**src/design/hrad_pkg.sv**
```systemverilog
`default_nettype none

package hrad_pkg;

	// Result list depth and byte counter saturation point.
	localparam int          MAX_RESULTS = 8;
	localparam logic [3:0]  CNT_SAT     = 4'd9;
	localparam logic [3:0]  MAX_ACT_RST = 4'd8;

	// Boot keyboard key codes for Enter and keypad Enter.
	localparam logic [7:0]  KEY_ENTER    = 8'h28;
	localparam logic [7:0]  KEY_KP_ENTER = 8'h58;

	// Consumer page usage codes.
	localparam logic [15:0] USG_POWER      = 16'h0030;
	localparam logic [15:0] USG_MENU       = 16'h0040;
	localparam logic [15:0] USG_MENU_PICK  = 16'h0041;
	localparam logic [15:0] USG_NEXT       = 16'h00B5;
	localparam logic [15:0] USG_PREV       = 16'h00B6;
	localparam logic [15:0] USG_STOP       = 16'h00B7;
	localparam logic [15:0] USG_EJECT      = 16'h00B8;
	localparam logic [15:0] USG_PLAY_PAUSE = 16'h00CD;
	localparam logic [15:0] USG_MUTE       = 16'h00E2;
	localparam logic [15:0] USG_VOL_UP     = 16'h00E9;
	localparam logic [15:0] USG_VOL_DOWN   = 16'h00EA;
	localparam logic [15:0] USG_AC_HOME    = 16'h0223;
	localparam logic [15:0] USG_AC_BACK    = 16'h0224;

	// Action codes.
	localparam logic [2:0]  ACT_NONE        = 3'd0;
	localparam logic [2:0]  ACT_BRIGHT_UP   = 3'd1;
	localparam logic [2:0]  ACT_BRIGHT_DOWN = 3'd2;
	localparam logic [2:0]  ACT_SCREEN_NEXT = 3'd3;
	localparam logic [2:0]  ACT_SCREEN_PREV = 3'd4;
	localparam logic [2:0]  ACT_SELECT      = 3'd5;

	// Snapshot of one finished report, handed from the tracker to the emitter.
	typedef struct packed {
		logic [3:0]                        byte_cnt;
		logic [7:0]                        first_byte;
		logic                              second_zero;
		logic                              enter_seen;
		logic                              array_valid;
		logic                              usage_none;
		logic [3:0]                        nz_cnt;
		logic [MAX_RESULTS-1:0][2:0]       nz_list;
	} report_sum_t;

	function automatic logic usage_known(input logic [15:0] u);
		return u inside {USG_POWER, USG_MENU, USG_MENU_PICK, USG_NEXT, USG_PREV,
			USG_STOP, USG_EJECT, USG_PLAY_PAUSE, USG_MUTE, USG_VOL_UP,
			USG_VOL_DOWN, USG_AC_HOME, USG_AC_BACK};
	endfunction

	function automatic logic [2:0] usage_action(input logic [15:0] u);
		logic [2:0] a;
		case (u)
			USG_VOL_UP:                    a = ACT_BRIGHT_UP;
			USG_VOL_DOWN:                  a = ACT_BRIGHT_DOWN;
			USG_NEXT:                      a = ACT_SCREEN_NEXT;
			USG_PREV:                      a = ACT_SCREEN_PREV;
			USG_PLAY_PAUSE, USG_MENU_PICK: a = ACT_SELECT;
			default:                       a = ACT_NONE;
		endcase
		return a;
	endfunction

	// Bitmap bits: Next, Prev, Stop, Play/Pause, Mute, Vol Up, Vol Down.
	function automatic logic [2:0] bitmap_action(input logic [2:0] bit_idx);
		logic [2:0] a;
		case (bit_idx)
			3'd0:    a = ACT_SCREEN_NEXT;
			3'd1:    a = ACT_SCREEN_PREV;
			3'd3:    a = ACT_SELECT;
			3'd5:    a = ACT_BRIGHT_UP;
			3'd6:    a = ACT_BRIGHT_DOWN;
			default: a = ACT_NONE;
		endcase
		return a;
	endfunction

endpackage

`default_nettype wire

```
**src/design/hrad_if.sv**
```systemverilog
`default_nettype none

// Report byte channel.
interface hrad_in_if;
	logic       valid;
	logic       ready;
	logic [7:0] report_byte;
	logic       last_byte;

	modport source (output valid, output report_byte, output last_byte, input ready);
	modport sink (input valid, input report_byte, input last_byte, output ready);
endinterface

// Action result channel.
interface hrad_out_if;
	logic       valid;
	logic       ready;
	logic [2:0] action;
	logic       has_action;
	logic       last_result;

	modport source (output valid, output action, output has_action, output last_result,
		input ready);
	modport sink (input valid, input action, input has_action, input last_result,
		output ready);
endinterface

`default_nettype wire

```
**src/design/hid_report_action_decoder_unit.sv**
```systemverilog
`default_nettype none

// Channel  | Role | Handshake     | Transaction payload
// report   | in   | valid / ready | report_byte[7:0], last_byte
// result   | out  | valid / ready | action[2:0], has_action, last_result
// cfg      | in   | cfg_wr_en     | cfg_wr_data[3:0] = max_actions
//
// Report bytes are taken one per cycle and stream back to back while the snapshot
// register is free. The final byte's snapshot moves to the output list at the next edge
// at which the list is idle or sends its last result; results then follow one per
// cycle while result.ready is high, 1 to 8 for a report, the first offered in the cycle
// after the snapshot moves. While a snapshot waits for the list, report.ready is held low.
// Reset clears the report state and sets max_actions to 8; result stalls back up here.

module hid_report_action_decoder_unit #(
	parameter int USAGE_SLOTS = 8
) (
	input  wire logic       clk,
	input  wire logic       arst_n,
	hrad_in_if.sink         report,
	hrad_out_if.source      result,
	input  wire logic       cfg_wr_en,
	input  wire logic [3:0] cfg_wr_data
);

	logic [3:0]            max_actions_q;
	hrad_pkg::report_sum_t sum_s1;
	logic                  sum_valid_s1;
	logic                  sum_take;

	// Configuration register.
	always_ff @(posedge clk or negedge arst_n) begin
		if (!arst_n) begin
			max_actions_q <= hrad_pkg::MAX_ACT_RST;
		end else if (cfg_wr_en) begin
			max_actions_q <= cfg_wr_data;
		end
	end

	hrad_tracker #(
		.USAGE_SLOTS (USAGE_SLOTS)
	) u_tracker (
		.clk          (clk),
		.arst_n       (arst_n),
		.report       (report),
		.sum_s1       (sum_s1),
		.sum_valid_s1 (sum_valid_s1),
		.sum_take     (sum_take)
	);

	hrad_emitter #(
		.USAGE_SLOTS (USAGE_SLOTS)
	) u_emitter (
		.clk          (clk),
		.arst_n       (arst_n),
		.max_actions  (max_actions_q),
		.sum_s1       (sum_s1),
		.sum_valid_s1 (sum_valid_s1),
		.sum_take     (sum_take),
		.result       (result)
	);

endmodule

`default_nettype wire

```
**src/design/hrad_tracker.sv**
```systemverilog
`default_nettype none

module hrad_tracker #(
	parameter int USAGE_SLOTS = 8
) (
	input  wire logic                clk,
	input  wire logic                arst_n,
	hrad_in_if.sink                  report,
	output hrad_pkg::report_sum_t    sum_s1,
	output logic                     sum_valid_s1,
	input  wire logic                sum_take
);

	localparam int NZ_DEPTH = (USAGE_SLOTS < hrad_pkg::MAX_RESULTS) ?
		USAGE_SLOTS : hrad_pkg::MAX_RESULTS;
	localparam int UC_W     = $clog2(USAGE_SLOTS + 1);
	localparam int NZC_W    = $clog2(NZ_DEPTH + 1);
	localparam int NZI_W    = (NZ_DEPTH > 1) ? $clog2(NZ_DEPTH) : 1;

	logic [3:0]       cnt_q, cnt_n;
	logic             odd_q;
	logic [7:0]       first_q, first_n;
	logic [7:0]       pend_q, pend_n;
	logic             av_q, av_n;
	logic [UC_W-1:0]  uc_q, uc_n;
	logic [NZC_W-1:0] nzc_q, nzc_n;
	logic [2:0]       nz_q [NZ_DEPTH];
	logic [2:0]       nz_n [NZ_DEPTH];
	logic [hrad_pkg::MAX_RESULTS-1:0][2:0] nz_pack;
	logic             sbz_q, sbz_n;
	logic             enter_q, enter_n;
	logic [15:0]      word;
	logic [2:0]       word_act;
	logic             accept;

	// A new byte is taken whenever the snapshot slot is free or being drained.
	assign report.ready = !sum_valid_s1 || sum_take;
	assign accept       = report.valid && report.ready;

	assign word     = {report.report_byte, pend_q};
	assign word_act = hrad_pkg::usage_action(word);

	// Next report state with the incoming byte folded in.
	always_comb begin
		cnt_n   = (cnt_q < hrad_pkg::CNT_SAT) ? cnt_q + 4'd1 : cnt_q;
		first_n = (cnt_q == 4'd0) ? report.report_byte : first_q;
		sbz_n   = (cnt_q == 4'd1) ? (report.report_byte == 8'd0) : sbz_q;
		enter_n = enter_q;
		if (cnt_q >= 4'd2 && cnt_q <= 4'd7 &&
			(report.report_byte == hrad_pkg::KEY_ENTER ||
			report.report_byte == hrad_pkg::KEY_KP_ENTER)) begin
			enter_n = 1'b1;
		end
		pend_n = odd_q ? pend_q : report.report_byte;
		av_n   = av_q;
		uc_n   = uc_q;
		nzc_n  = nzc_q;
		nz_n   = nz_q;
		if (odd_q && word != 16'd0) begin
			if (!hrad_pkg::usage_known(word)) begin
				av_n = 1'b0;
			end else if (av_q && uc_q < UC_W'(USAGE_SLOTS)) begin
				uc_n = uc_q + UC_W'(1);
				if (word_act != hrad_pkg::ACT_NONE && nzc_q < NZC_W'(NZ_DEPTH)) begin
					nz_n[nzc_q[NZI_W-1:0]] = word_act;
					nzc_n = nzc_q + NZC_W'(1);
				end
			end
		end
	end

	// Packed copy of the action list for the snapshot; entries past NZ_DEPTH read as none.
	always_comb begin
		nz_pack = '0;
		for (int i = 0; i < NZ_DEPTH; i++) begin
			nz_pack[i] = nz_n[i];
		end
	end

	// Report state: cleared after the final byte of each report.
	always_ff @(posedge clk or negedge arst_n) begin
		if (!arst_n) begin
			cnt_q   <= '0;
			odd_q   <= 1'b0;
			first_q <= '0;
			pend_q  <= '0;
			av_q    <= 1'b1;
			uc_q    <= '0;
			nzc_q   <= '0;
			sbz_q   <= 1'b0;
			enter_q <= 1'b0;
		end else if (accept) begin
			if (report.last_byte) begin
				cnt_q   <= '0;
				odd_q   <= 1'b0;
				first_q <= '0;
				pend_q  <= '0;
				av_q    <= 1'b1;
				uc_q    <= '0;
				nzc_q   <= '0;
				sbz_q   <= 1'b0;
				enter_q <= 1'b0;
			end else begin
				cnt_q   <= cnt_n;
				odd_q   <= !odd_q;
				first_q <= first_n;
				pend_q  <= pend_n;
				av_q    <= av_n;
				uc_q    <= uc_n;
				nzc_q   <= nzc_n;
				sbz_q   <= sbz_n;
				enter_q <= enter_n;
			end
		end
	end

	// Compacted list of nonzero usage actions.
	always_ff @(posedge clk) begin
		if (accept && !report.last_byte) begin
			nz_q <= nz_n;
		end
	end

	// Snapshot valid flag.
	always_ff @(posedge clk or negedge arst_n) begin
		if (!arst_n) begin
			sum_valid_s1 <= 1'b0;
		end else if (accept && report.last_byte) begin
			sum_valid_s1 <= 1'b1;
		end else if (sum_take) begin
			sum_valid_s1 <= 1'b0;
		end
	end

	// Snapshot of the finished report.
	always_ff @(posedge clk) begin
		if (accept && report.last_byte) begin
			sum_s1.byte_cnt    <= cnt_n;
			sum_s1.first_byte  <= first_n;
			sum_s1.second_zero <= sbz_n;
			sum_s1.enter_seen  <= enter_n;
			sum_s1.array_valid <= av_n;
			sum_s1.usage_none  <= (uc_n == '0);
			sum_s1.nz_cnt      <= 4'(nzc_n);
			sum_s1.nz_list     <= nz_pack;
		end
	end

endmodule

`default_nettype wire

```
**src/design/hrad_emitter.sv**
```systemverilog
`default_nettype none

module hrad_emitter #(
	parameter int USAGE_SLOTS = 8
) (
	input  wire logic                  clk,
	input  wire logic                  arst_n,
	input  wire logic [3:0]            max_actions,
	input  wire hrad_pkg::report_sum_t sum_s1,
	input  wire logic                  sum_valid_s1,
	output logic                       sum_take,
	hrad_out_if.source                 result
);

	localparam int LIST_N = hrad_pkg::MAX_RESULTS;
	localparam int IDX_W  = $clog2(LIST_N);

	logic [LIST_N-1:0][2:0] list_q, list_n;
	logic [3:0]             cnt_q, cnt_n;
	logic                   has_q, has_n;
	logic [IDX_W-1:0]       idx_q;
	logic                   busy_q;
	logic                   is_last;
	logic                   out_accept;

	// Build the action list of one finished report.
	always_comb begin
		logic [3:0] limit;
		logic [3:0] n;
		logic [3:0] taken;
		logic       use_words;
		logic       use_bitmap;
		logic       none_found;
		logic [2:0] act;

		limit = (max_actions > 4'(LIST_N)) ? 4'(LIST_N) : max_actions;
		use_words  = (sum_s1.byte_cnt >= 4'd2) && sum_s1.array_valid;
		use_bitmap = !use_words && (sum_s1.byte_cnt <= 4'd2);
		list_n = '0;
		n      = '0;
		taken  = '0;
		act    = hrad_pkg::ACT_NONE;
		if (use_words) begin
			list_n = sum_s1.nz_list;
			n      = (sum_s1.nz_cnt < limit) ? sum_s1.nz_cnt : limit;
		end else if (use_bitmap) begin
			for (int i = 0; i < 7; i++) begin
				if (sum_s1.first_byte[i] && {1'b0, taken} < 5'(USAGE_SLOTS)) begin
					taken = taken + 4'd1;
					act   = hrad_pkg::bitmap_action(3'(i));
					if (act != hrad_pkg::ACT_NONE && n < limit) begin
						list_n[n[IDX_W-1:0]] = act;
						n = n + 4'd1;
					end
				end
			end
		end
		none_found = use_words ? sum_s1.usage_none :
			(use_bitmap ? (sum_s1.first_byte[6:0] == 7'd0) : 1'b1);
		// Boot keyboard fallback: Enter in an 8-byte report with byte 1 zero and nothing else found gives Select.
		if (n == 4'd0 && none_found && sum_s1.byte_cnt == 4'd8 && sum_s1.second_zero &&
			sum_s1.enter_seen && limit != 4'd0) begin
			list_n[0] = hrad_pkg::ACT_SELECT;
			n = 4'd1;
		end
		has_n = (n != 4'd0);
		cnt_n = has_n ? n : 4'd1;
	end

	// Output stage: one result per cycle from the held list while result.ready is high.
	assign is_last    = ({1'b0, idx_q} == cnt_q - 4'd1);
	assign out_accept = result.valid && result.ready;
	assign sum_take   = sum_valid_s1 && (!busy_q || (out_accept && is_last));

	assign result.valid       = busy_q;
	assign result.action      = has_q ? list_q[idx_q] : hrad_pkg::ACT_NONE;
	assign result.has_action  = has_q;
	assign result.last_result = is_last;

	always_ff @(posedge clk or negedge arst_n) begin
		if (!arst_n) begin
			busy_q <= 1'b0;
			idx_q  <= '0;
		end else if (sum_take) begin
			busy_q <= 1'b1;
			idx_q  <= '0;
		end else if (out_accept) begin
			if (is_last) begin
				busy_q <= 1'b0;
			end else begin
				idx_q <= idx_q + IDX_W'(1);
			end
		end
	end

	// Held result list for the report being sent.
	always_ff @(posedge clk) begin
		if (sum_take) begin
			list_q <= list_n;
			cnt_q  <= cnt_n;
			has_q  <= has_n;
		end
	end

endmodule

`default_nettype wire

```
**src/flat_wrapper.sv**
```systemverilog
// flat-port wrapper written by rule: the top's interface ports become plain ports
module hid_report_action_decoder_unit_flat 
#(
	parameter int USAGE_SLOTS = 8
)
  (clk, arst_n, cfg_wr_en, cfg_wr_data, report_valid, report_report_byte, report_last_byte, report_ready, result_valid, result_action, result_has_action, result_last_result, result_ready);
  hrad_in_if report_i ();
  hrad_out_if result_i ();
  input  wire logic clk;
  input  wire logic arst_n;
  input  wire logic cfg_wr_en;
  input  wire logic [3:0] cfg_wr_data;
  input wire logic [$bits(report_i.valid)-1:0] report_valid;
  input wire logic [$bits(report_i.report_byte)-1:0] report_report_byte;
  input wire logic [$bits(report_i.last_byte)-1:0] report_last_byte;
  output wire logic [$bits(report_i.ready)-1:0] report_ready;
  output wire logic [$bits(result_i.valid)-1:0] result_valid;
  output wire logic [$bits(result_i.action)-1:0] result_action;
  output wire logic [$bits(result_i.has_action)-1:0] result_has_action;
  output wire logic [$bits(result_i.last_result)-1:0] result_last_result;
  input wire logic [$bits(result_i.ready)-1:0] result_ready;
  assign report_i.valid = report_valid;
  assign report_i.report_byte = report_report_byte;
  assign report_i.last_byte = report_last_byte;
  assign report_ready = report_i.ready;
  assign result_valid = result_i.valid;
  assign result_action = result_i.action;
  assign result_has_action = result_i.has_action;
  assign result_last_result = result_i.last_result;
  assign result_i.ready = result_ready;
  hid_report_action_decoder_unit #(.USAGE_SLOTS(USAGE_SLOTS)) u_core (.clk(clk), .arst_n(arst_n), .report(report_i), .result(result_i), .cfg_wr_en(cfg_wr_en), .cfg_wr_data(cfg_wr_data));
endmodule
```
**config.mk**
```make
export PLATFORM = sky130hd
export DESIGN_NAME = hid_report_action_decoder_unit_flat
export DESIGN_NICKNAME = d
export VERILOG_FILES = /design/src/design/hrad_pkg.sv /design/src/design/hrad_if.sv /design/src/design/hid_report_action_decoder_unit.sv /design/src/design/hrad_tracker.sv /design/src/design/hrad_emitter.sv /design/src/flat_wrapper.sv
export SDC_FILE = /design/constraint.sdc
export NUM_CORES = 1
export LEC_CHECK = 0
export BUFFER_PORTS_ARGS = -buffer_cell sky130_fd_sc_hd__buf_2
export CAP_MARGIN = 10
export CORE_UTILIZATION = 55
export CTS_BUF_LIST = sky130_fd_sc_hd__clkbuf_2
export CTS_CLUSTER_DIAMETER = 80
export CTS_CLUSTER_SIZE = 40
export DETAILED_ROUTE_END_ITERATION = 16
export GPL_TIMING_DRIVEN = 0
export PLACE_DENSITY = 0.75
export SLEW_MARGIN = 0
export SYNTH_ARGS = -nofsm -noshare
export SYNTH_HDL_FRONTEND = slang
export SYNTH_SLANG_ARGS = --single-unit
```
**constraint.sdc**
```tcl
create_clock -name clk -period 6.4 [get_ports clk]
set_clock_uncertainty 0.15 [all_clocks]
set_input_delay 1.28 -clock clk [delete_from_list [all_inputs] [get_ports clk]]
set_output_delay 1.28 -clock clk [all_outputs]
set_load 0.02 [all_outputs]
```
==> reports/metrics.csv, run 1 <==
stage;metric;value;unit
clock_tree;number of H-tree levels;4;
detailed_routing;average wire per standard cell;18.9;um
die;Initial Util;57.0;%
layout;share of cells above drive strength 1;22.4;%
timing;final slew viol count;0;
power_and_ir_drop;internal power;1.83;mW
power_and_ir_drop;total power;2.96;mW
synthesis;syn_area_per_cell;11.1;sq um
power_and_ir_drop;clock group share of total power;18.5;%
setup_path;critical path class;register to register;
die;row count;42;
run;maxcap violations;0;
timing;Slew headroom;30.1;%
layout;most common cell after layout, fill and taps aside;edfxtp_1;
die;die height;120;um
timing;TNS Setup;0;ps
setup_path;Worst Path Required;6690;ps
min_path;min-delay worst type;register to register;
synthesis;Yosys warning count;0;
clock_tree;Skew-Pair Late Insertion Delay;700;ps
synthesis;ys async rst share;29.4;%
grt;antenna violations before repair;1;
layout;Synth-to-Final Area Change;11.7;%
placed_design;PortBufs;24;
synthesis;Netlist Area Pre-Place;7640;sq um
synthesis;Post-synth EDFFs;96;
placed_design;GP Congestion;0.870;
grt;grt total ovfl;0;
power_and_ir_drop;Worst VDD drop;0.184;mV
layout;Filler cells;1078;
synthesis;Seq cells post-synth;136;
clock_tree;Reg clk slew, reported paths;210;ps
timing;setup ws final;77.3;ps
die;Die X;120;um
timing;Worst Tran Pin Value;1040;ps
power_and_ir_drop;switch share;38.1;%
timing;fin crit period;6320;ps
power_and_ir_drop;share of power burned in registers;41.7;%
setup_path;Worst EP arrival;6610;ps
die;num ports;25;
clock_tree;CTS sink cnt;136;
clock_tree;cts hold-fix bufs;0;
synthesis;Mapped Cells;686;
layout;most frequent cells in the layout;edfxtp_1 (96), nand2_1 (79), o21ai_0 (48);
grt;first-pass GRT wire length;28400;um
die;die area;14400;sq um
setup_path;Setup crit end kind;register;
detailed_routing;First-pass DRT Iterations;5;
layout;fin util;63.7;%
clock_tree;root buffer cell;clkbuf_2;
detailed_routing;vias per cell;6.17;
timing;Hold Vio Cnt, Final;0;
placed_design;dpl hpwl;12700;um
grt;largest net degree at the start of global routing;47;
synthesis;Unique masters post-synth;75;
clock_tree;CTS max path bufs;2;
clock_tree;total CTS buffers;17;
synthesis;syn nets;735;
placed_design;dpl ws;-708;ps
detailed_routing;drt drc;0;
power_and_ir_drop;leakage;3.26;nW
layout;Total Nets Final;794;
synthesis;Top FF cell, synth;edfxtp_1;
timing;Setup violations, final;0;
run_status;status;finished, final reports clean;
setup_path;R2R setup slack;80;ps
power_and_ir_drop;Comb pwr share;39.8;%
power_and_ir_drop;Power per Cell Area;346;nW/um^2
detailed_routing;DR vias;5770;
detailed_routing;final WL;17700;um
die;core area;13400;sq um
setup_path;CP Launch Type;register;
detailed_routing;number of DRC markers in iteration 0;455;
grt;GR Util All Layers;25.9;%
detailed_routing;antenna-violating nets left;0;
grt;vias in the first global route;5612;
timing;Tcrit/Tclk final;98.8;%
synthesis;Seq/Total Area, Yosys;50.9;%
setup_path;CP max FO;9;
timing;fmax;0.158;GHz
power_and_ir_drop;Psw;1.13;mW
clock_tree;CTS tree;yes;
[critical path: stages (launching register included)]
cell	delay, ps
dfrtp_1	420
buf_6	140
o41ai_4	360
inv_2	60
ha_1	210
nand2_2	120
inv_4	70
ha_4	240
nor2_2	140
nor3_2	70
a21oi_2	260
mux2_4	350
ha_1	300
nand2_1	80
a2111oi_4	410
or3_4	220
mux2_4	320
ha_1	210
nand2b_4	150
a21o_1	190
a211oi_2	240
a21oi_2	70
nor4b_4	150
or4_4	560
or4_4	550
[final timing paths]
kind / startpoint / depth (start not counted) / to
worst min-delay path: u_core.u_tracker.first_q[3] / 2 / u_core.u_tracker.first_q[3]
min in group asynchronous: arst_n / 1 / u_core.max_actions_q[0]
worst min register to register: u_core.u_tracker.first_q[3] / 2 / u_core.u_tracker.first_q[3]
worst max register to register: u_core.max_actions_q[2] / 24 / u_core.u_emitter.result.has_action
max in group asynchronous: arst_n / 1 / u_core.max_actions_q[1]
worst max-delay path: u_core.max_actions_q[2] / 24 / u_core.u_emitter.result.has_action
[sequential cells by signal, indices dropped and copies added, names as in the netlist, 3 cells and up]
name                      count
u_core.max_actions_q          4
u_core.u_emitter.cnt_q        4
u_core.u_emitter.idx_q        3
u_core.u_emitter.list_q      24
u_core.u_tracker.cnt_q        4
u_core.u_tracker.first_q      7
u_core.u_tracker.nz_q        24
u_core.u_tracker.nzc_q        4
u_core.u_tracker.pend_q       8
u_core.u_tracker.sum_s1      43
u_core.u_tracker.uc_q         4
[Yosys cell counts, types with 3 or more instances]
library cell | number | share of area, %
o21ai_0 | 49 | 3.2
nand3_1 | 13 | 0.85
xnor2_1 | 12 | 1.4
and2_1 | 10 | 0.82
a21oi_1 | 20 | 1.3
nor2_1 | 36 | 1.8
nand2_1 | 80 | 3.9
or3_1 | 3 | 0.25
dfrtp_1 | 38 | 12
mux2_2 | 39 | 5.7
mux2i_1 | 10 | 1.3
mux4_2 | 6 | 1.8
nor2b_1 | 11 | 0.90
nand4b_1 | 4 | 0.46
edfxtp_1 | 96 | 38
or2_2 | 5 | 0.41
a22o_1 | 8 | 0.92
o211ai_1 | 7 | 0.69
nor3b_1 | 9 | 0.88
clkbuf_1 | 24 | 1.2
nand2b_1 | 20 | 1.6
a31oi_1 | 5 | 0.41
a211oi_1 | 4 | 0.39
a22oi_1 | 10 | 0.98
nor3_1 | 19 | 1.2
inv_1 | 26 | 1.3
inv_2 | 3 | 0.15
o31ai_1 | 8 | 0.79
nor4bb_1 | 5 | 0.66
a21o_1 | 5 | 0.49
ha_1 | 31 | 5.1
and3_1 | 9 | 0.74
[repair_timing]
| action | in CTS | in global routing |
|---|---|---|
| setup endpoints to repair | 22 | 12 |
| cloned | 0 | 0 |
| pin swaps | 2 | 7 |
| buffers inserted | 5 | 10 |
| gates resized for setup | 16 | 17 |
[logic make-up after synthesis]
group	after synthesis	synth area share (%)
multiplexers	55	8.83
adder cells (fa/ha/maj)	31	5.08
flip-flops	136	50.9
buffers and inverters	56	2.88
AO/OA/AOI/OAI	150	13.7
AND/OR/NAND/NOR	245	17.1
XOR/XNOR	13	1.49
[per-layer routing]
metal,GRT usage (%),routed length (um),up-vias
met5,0,0,-
li1,-,-,2687
met2,42.4,8590,236
met4,9.22,339,0
met1,34.2,7670,2814
met3,5.37,1070,33
[through the flow]
stage / instance area, sq um / hold slack [ps] / std cells
floorplan: 7640 / 294 / 686
global placement: 7980 / 306 / 886
detailed placement: 8020 / 321 / 888
CTS: 8360 / 365 / 924
global route: 8530 / 377 / 935
finish: 8530 / 361 / 935
[area by class of cell]
cell class	count	area [sq um]	area share, %
Antenna cell	1	2.50	0.0293
Buffer	26	120	1.41
Clock buffer	18	90.1	1.06
Clock inverter	14	171	2.01
Inverter	29	111	1.31
Multi-Input combinational cell	494	3660	43.0
Sequential cell	136	3890	45.6
Tap cell	176	220	2.58
Timing Repair Buffer	41	263	3.08
[power by group through the flow]
stage	clock network (mW)	logic, mW	registers [mW]
floorplan	0	0.807	1.22
global placement	0	1.04	1.25
detailed placement	0	1.09	1.25
CTS	0.558	1.12	1.23
global route	0.588	1.30	1.25
finish	0.546	1.18	1.23
Power figures use the tool's default switching activity.
==> run 2: changes to the inputs <==
--- a/config.mk
+++ b/config.mk
@@ -7,13 +7,15 @@
 export LEC_CHECK = 0
 export BUFFER_PORTS_ARGS = -buffer_cell sky130_fd_sc_hd__buf_2
 export CAP_MARGIN = 10
-export CORE_UTILIZATION = 55
-export CTS_BUF_LIST = sky130_fd_sc_hd__clkbuf_2
+export CELL_PAD_IN_SITES_DETAIL_PLACEMENT = 0
+export CELL_PAD_IN_SITES_GLOBAL_PLACEMENT = 1
+export CORE_UTILIZATION = 47
+export CTS_BUF_LIST = sky130_fd_sc_hd__clkbuf_4 sky130_fd_sc_hd__clkbuf_8
 export CTS_CLUSTER_DIAMETER = 80
 export CTS_CLUSTER_SIZE = 40
 export DETAILED_ROUTE_END_ITERATION = 16
 export GPL_TIMING_DRIVEN = 0
-export PLACE_DENSITY = 0.75
+export PLACE_DENSITY_LB_ADDON = 0.1
 export SLEW_MARGIN = 0
 export SYNTH_ARGS = -nofsm -noshare
 export SYNTH_HDL_FRONTEND = slang
==> run 2 against run 1 <==
Fmax rose by 0.84%. Sequential share of layout area fell by 1.1 points. Critical path depth is 2 higher. Combinational power hardly changed.
==> reports/metrics.csv, run 2 (synthesis results as in run 1) <==
stage;metric;value;unit;change
clock_tree;number of H-tree levels;4;;unchanged
die;core area;15900;sq um;+19%
grt;GR Layer Usage met1;30.3;%;-3.9 points
die;die area;16800;sq um;+17%
layout;Total Nets Final;792;;-0.25%
grt;GR met2 Demand/Resource;38.8;%;-3.6 points
grt;grt total ovfl;0;;unchanged
detailed_routing;DR vias;5617;;-2.7%
power_and_ir_drop;switch share;36.2;%;-1.9 points
clock_tree;CTS sink cnt;136;;unchanged
layout;most common cell after layout, fill and taps aside;edfxtp_1;;
layout;biggest registers after layout;u_core.u_tracker.sum_s1: 43 flops, u_core.u_emitter.list_q: 24 flops, u_core.u_tracker.nz_q: 24 flops;;
power_and_ir_drop;Power per Cell Area;364;nW/um^2;+5.1%
die;row count;46;;+9.5%
grt;largest net degree at the start of global routing;47;;unchanged
power_and_ir_drop;internal power;2.03;mW;+11%
grt;GRT Max-Usage Layer;met2;;
clock_tree;cts hold-fix bufs;0;;unchanged
run;maxcap violations;0;;unchanged
layout;area occupied by multi-input gates;3670;sq um;+0.20%
min_path;Worst Hold Depth;2;;unchanged
layout;antenna cells;0;;-1
layout;register area;3890;sq um;about the same
timing;Setup violations, final;0;;unchanged
setup_path;Worst Path Required;6430;ps;-260 ps
setup_path;Worst EP arrival;6300;ps;-310 ps
placed_design;placement-stage cell area;8070;sq um;+0.62%
layout;share of cells above drive strength 1;22.8;%;+0.32 points
setup_path;critical path class;register to register;;
detailed_routing;average wire per standard cell;18.9;um;+0.24%
timing;Slew headroom;22.3;%;-7.8 points
grt;GR Util All Layers;23.2;%;-2.7 points
placed_design;dpl hpwl;12900;um;+1.4%
placed_design;PortBufs;24;;unchanged
setup_path;R2R depth;26;;+8.3%
run_status;status;finished, final reports clean;;
die;Initial Util;48.1;%;-8.9 points
power_and_ir_drop;share of power burned in registers;38.8;%;-2.9 points
clock_tree;CTS tree;yes;;
placed_design;GP Congestion;0.854;;-1.9%
layout;max reg flops;43;;unchanged
power_and_ir_drop;Psw;1.15;mW;+2.3%
clock_tree;Skew-Pair Late Insertion Delay;450;ps;-250 ps
grt;antenna violations before repair;0;;-1
die;Die X;129;um;+8.0%
setup_path;Reg-to-Reg End;u_core.u_emitter.result.has_action;;
clock_tree;CTS max path bufs;2;;unchanged
min_path;min-delay worst type;register to register;;
power_and_ir_drop;Worst VDD drop;0.235;mV;+28%
power_and_ir_drop;clock group share of total power;24.5;%;+6.0 points
clock_tree;total CTS buffers;17;;unchanged
setup_path;CP max stage delay;590;ps;+30 ps
min_path;worst hold start;u_core.u_tracker.first_q[6];;
placed_design;Placed Cells;928;;+4.5%
layout;Top reg by flops;u_core.u_tracker.sum_s1;;
timing;fmax;0.159;GHz;+0.84%
layout;post-route cell area;8740;sq um;+2.4%
die;die height;129;um;+8.0%
detailed_routing;number of DRC markers in iteration 0;458;;+0.66%
setup_path;RR Startpoint;u_core.max_actions_q[3];;
layout;Synth-to-Final Area Change;14.4;%;
setup_path;CP max FO;10;;+1
grt;first-pass GRT wire length;29200;um;+3.0%
power_and_ir_drop;Comb pwr share;36.7;%;-3.1 points
layout;most frequent cells in the layout;edfxtp_1 (96), nand2_1 (78), o21ai_0 (48);;
grt;vias in the first global route;5491;;-2.2%
timing;fin crit period;6270;ps;-52.6 ps
setup_path;CP Launch Type;register;;
power_and_ir_drop;leakage;3.30;nW;+1.4%
setup_path;most used cell, CP;a21oi_2;;
timing;Hold Vio Cnt, Final;0;;unchanged
detailed_routing;drt drc;0;;unchanged
grt;GR Layer Usage met3;4.54;%;-0.83 points
clock_tree;root buffer cell;clkbuf_8;;
die;num ports;25;;unchanged
detailed_routing;antenna-violating nets left;0;;unchanged
setup_path;R2R setup slack;130;ps;+50 ps
detailed_routing;vias per cell;5.78;;-6.4%
timing;final slew viol count;0;;unchanged
layout;Layout Cells excl Fill;972;;+4.0%
timing;Worst Tran Pin Value;1160;ps;+116 ps
detailed_routing;final WL;18400;um;+4.2%
clock_tree;Reg clk slew, reported paths;80;ps;-130 ps
timing;TNS Setup;0;ps;unchanged
timing;Tcrit/Tclk final;98.0;%;-0.82 points
setup_path;Slowest-stage cell, CP;dfstp_2;;
setup_path;Setup crit end kind;register;;
min_path;Hold EP;u_core.u_tracker.first_q[6];;
layout;Filler cells;1396;;+29%
detailed_routing;First-pass DRT Iterations;4;;-1
run 2: cell count changes in the layout (fill, tap and decap cells not counted), moves of 2 or more:
cell,before,now
clkbuf_2,18,0
ha_1,29,27
buf_6,3,1
clkbuf_8,0,17
run 2: worst max path at each step:
stage / from / end / slack [ps] / cells past startpoint
2_1_floorplan: u_core.max_actions_q[2] / u_core.u_emitter.result.has_action / 90 / 24
3_3_place_gp: u_core.max_actions_q[2] / u_core.u_emitter.list_q[5] / -660 / 25
3_5_place_dp: u_core.max_actions_q[2] / u_core.u_emitter.result.has_action / -650 / 26
4_1_cts: u_core.max_actions_q[1] / u_core.u_emitter.result.has_action / 4 / 23
5_1_grt: u_core.max_actions_q[3] / u_core.u_emitter.result.has_action / -50 / 26
6_report: u_core.max_actions_q[3] / u_core.u_emitter.result.has_action / 130 / 26
run 2: power groups by stage:
stage	Clock, mW	Sequential (mW)	Combinational [mW]
floorplan	0	1.22	0.807
global placement	0	1.25	1.05
detailed placement	0	1.25	1.09
CTS	0.791	1.23	1.12
global route	0.826	1.26	1.29
finish	0.780	1.23	1.17
run 2: layout make-up:
class	instances	area share (%)
sequential	136	44.5
multi-input combinational	494	42.0
tap	216	3.09
timing repair buffer	39	2.83
clock buffer	17	2.68
clock inverter	15	2.29
buffer	26	1.37
inverter	29	1.25
run 2: stage by stage:
step	utilization, %	total power [mW]	hold WS [ps]	setup WS (ps)
CTS	54.0	3.14	335	3.80
global placement	50.6	2.30	307	-660
finish	55.0	3.18	334	130
detailed placement	50.8	2.34	316	-646
global route	55.0	3.37	372	-45.0
floorplan	-	2.03	294	85.6
run 2: routing by layer:
metal / vias to the layer above / share of wire (%)
met3: 27 / 4.7
met4: 0 / 1.7
met2: 168 / 49
li1: 2676 / -
met5: - / 0
met1: 2746 / 45
run 2: repair_timing:
action,4_1_cts,5_1_grt
setup buffers,5,8
gates resized for setup,12,21
pin swaps,2,8
endpoints found under the setup margin,22,19
run 2: worst max-delay path: cells and delay by family, from the launching register on:
| family | cells | cell delay, ps |
|---|---|---|
| adder cells (fa/ha/maj) | 4 | 880 |
| AND/OR/NAND/NOR | 11 | 2320 |
| buffers and inverters | 4 | 670 |
| flip-flops | 1 | 590 |
| multiplexers | 1 | 320 |
| AO/OA/AOI/OAI | 6 | 1060 |
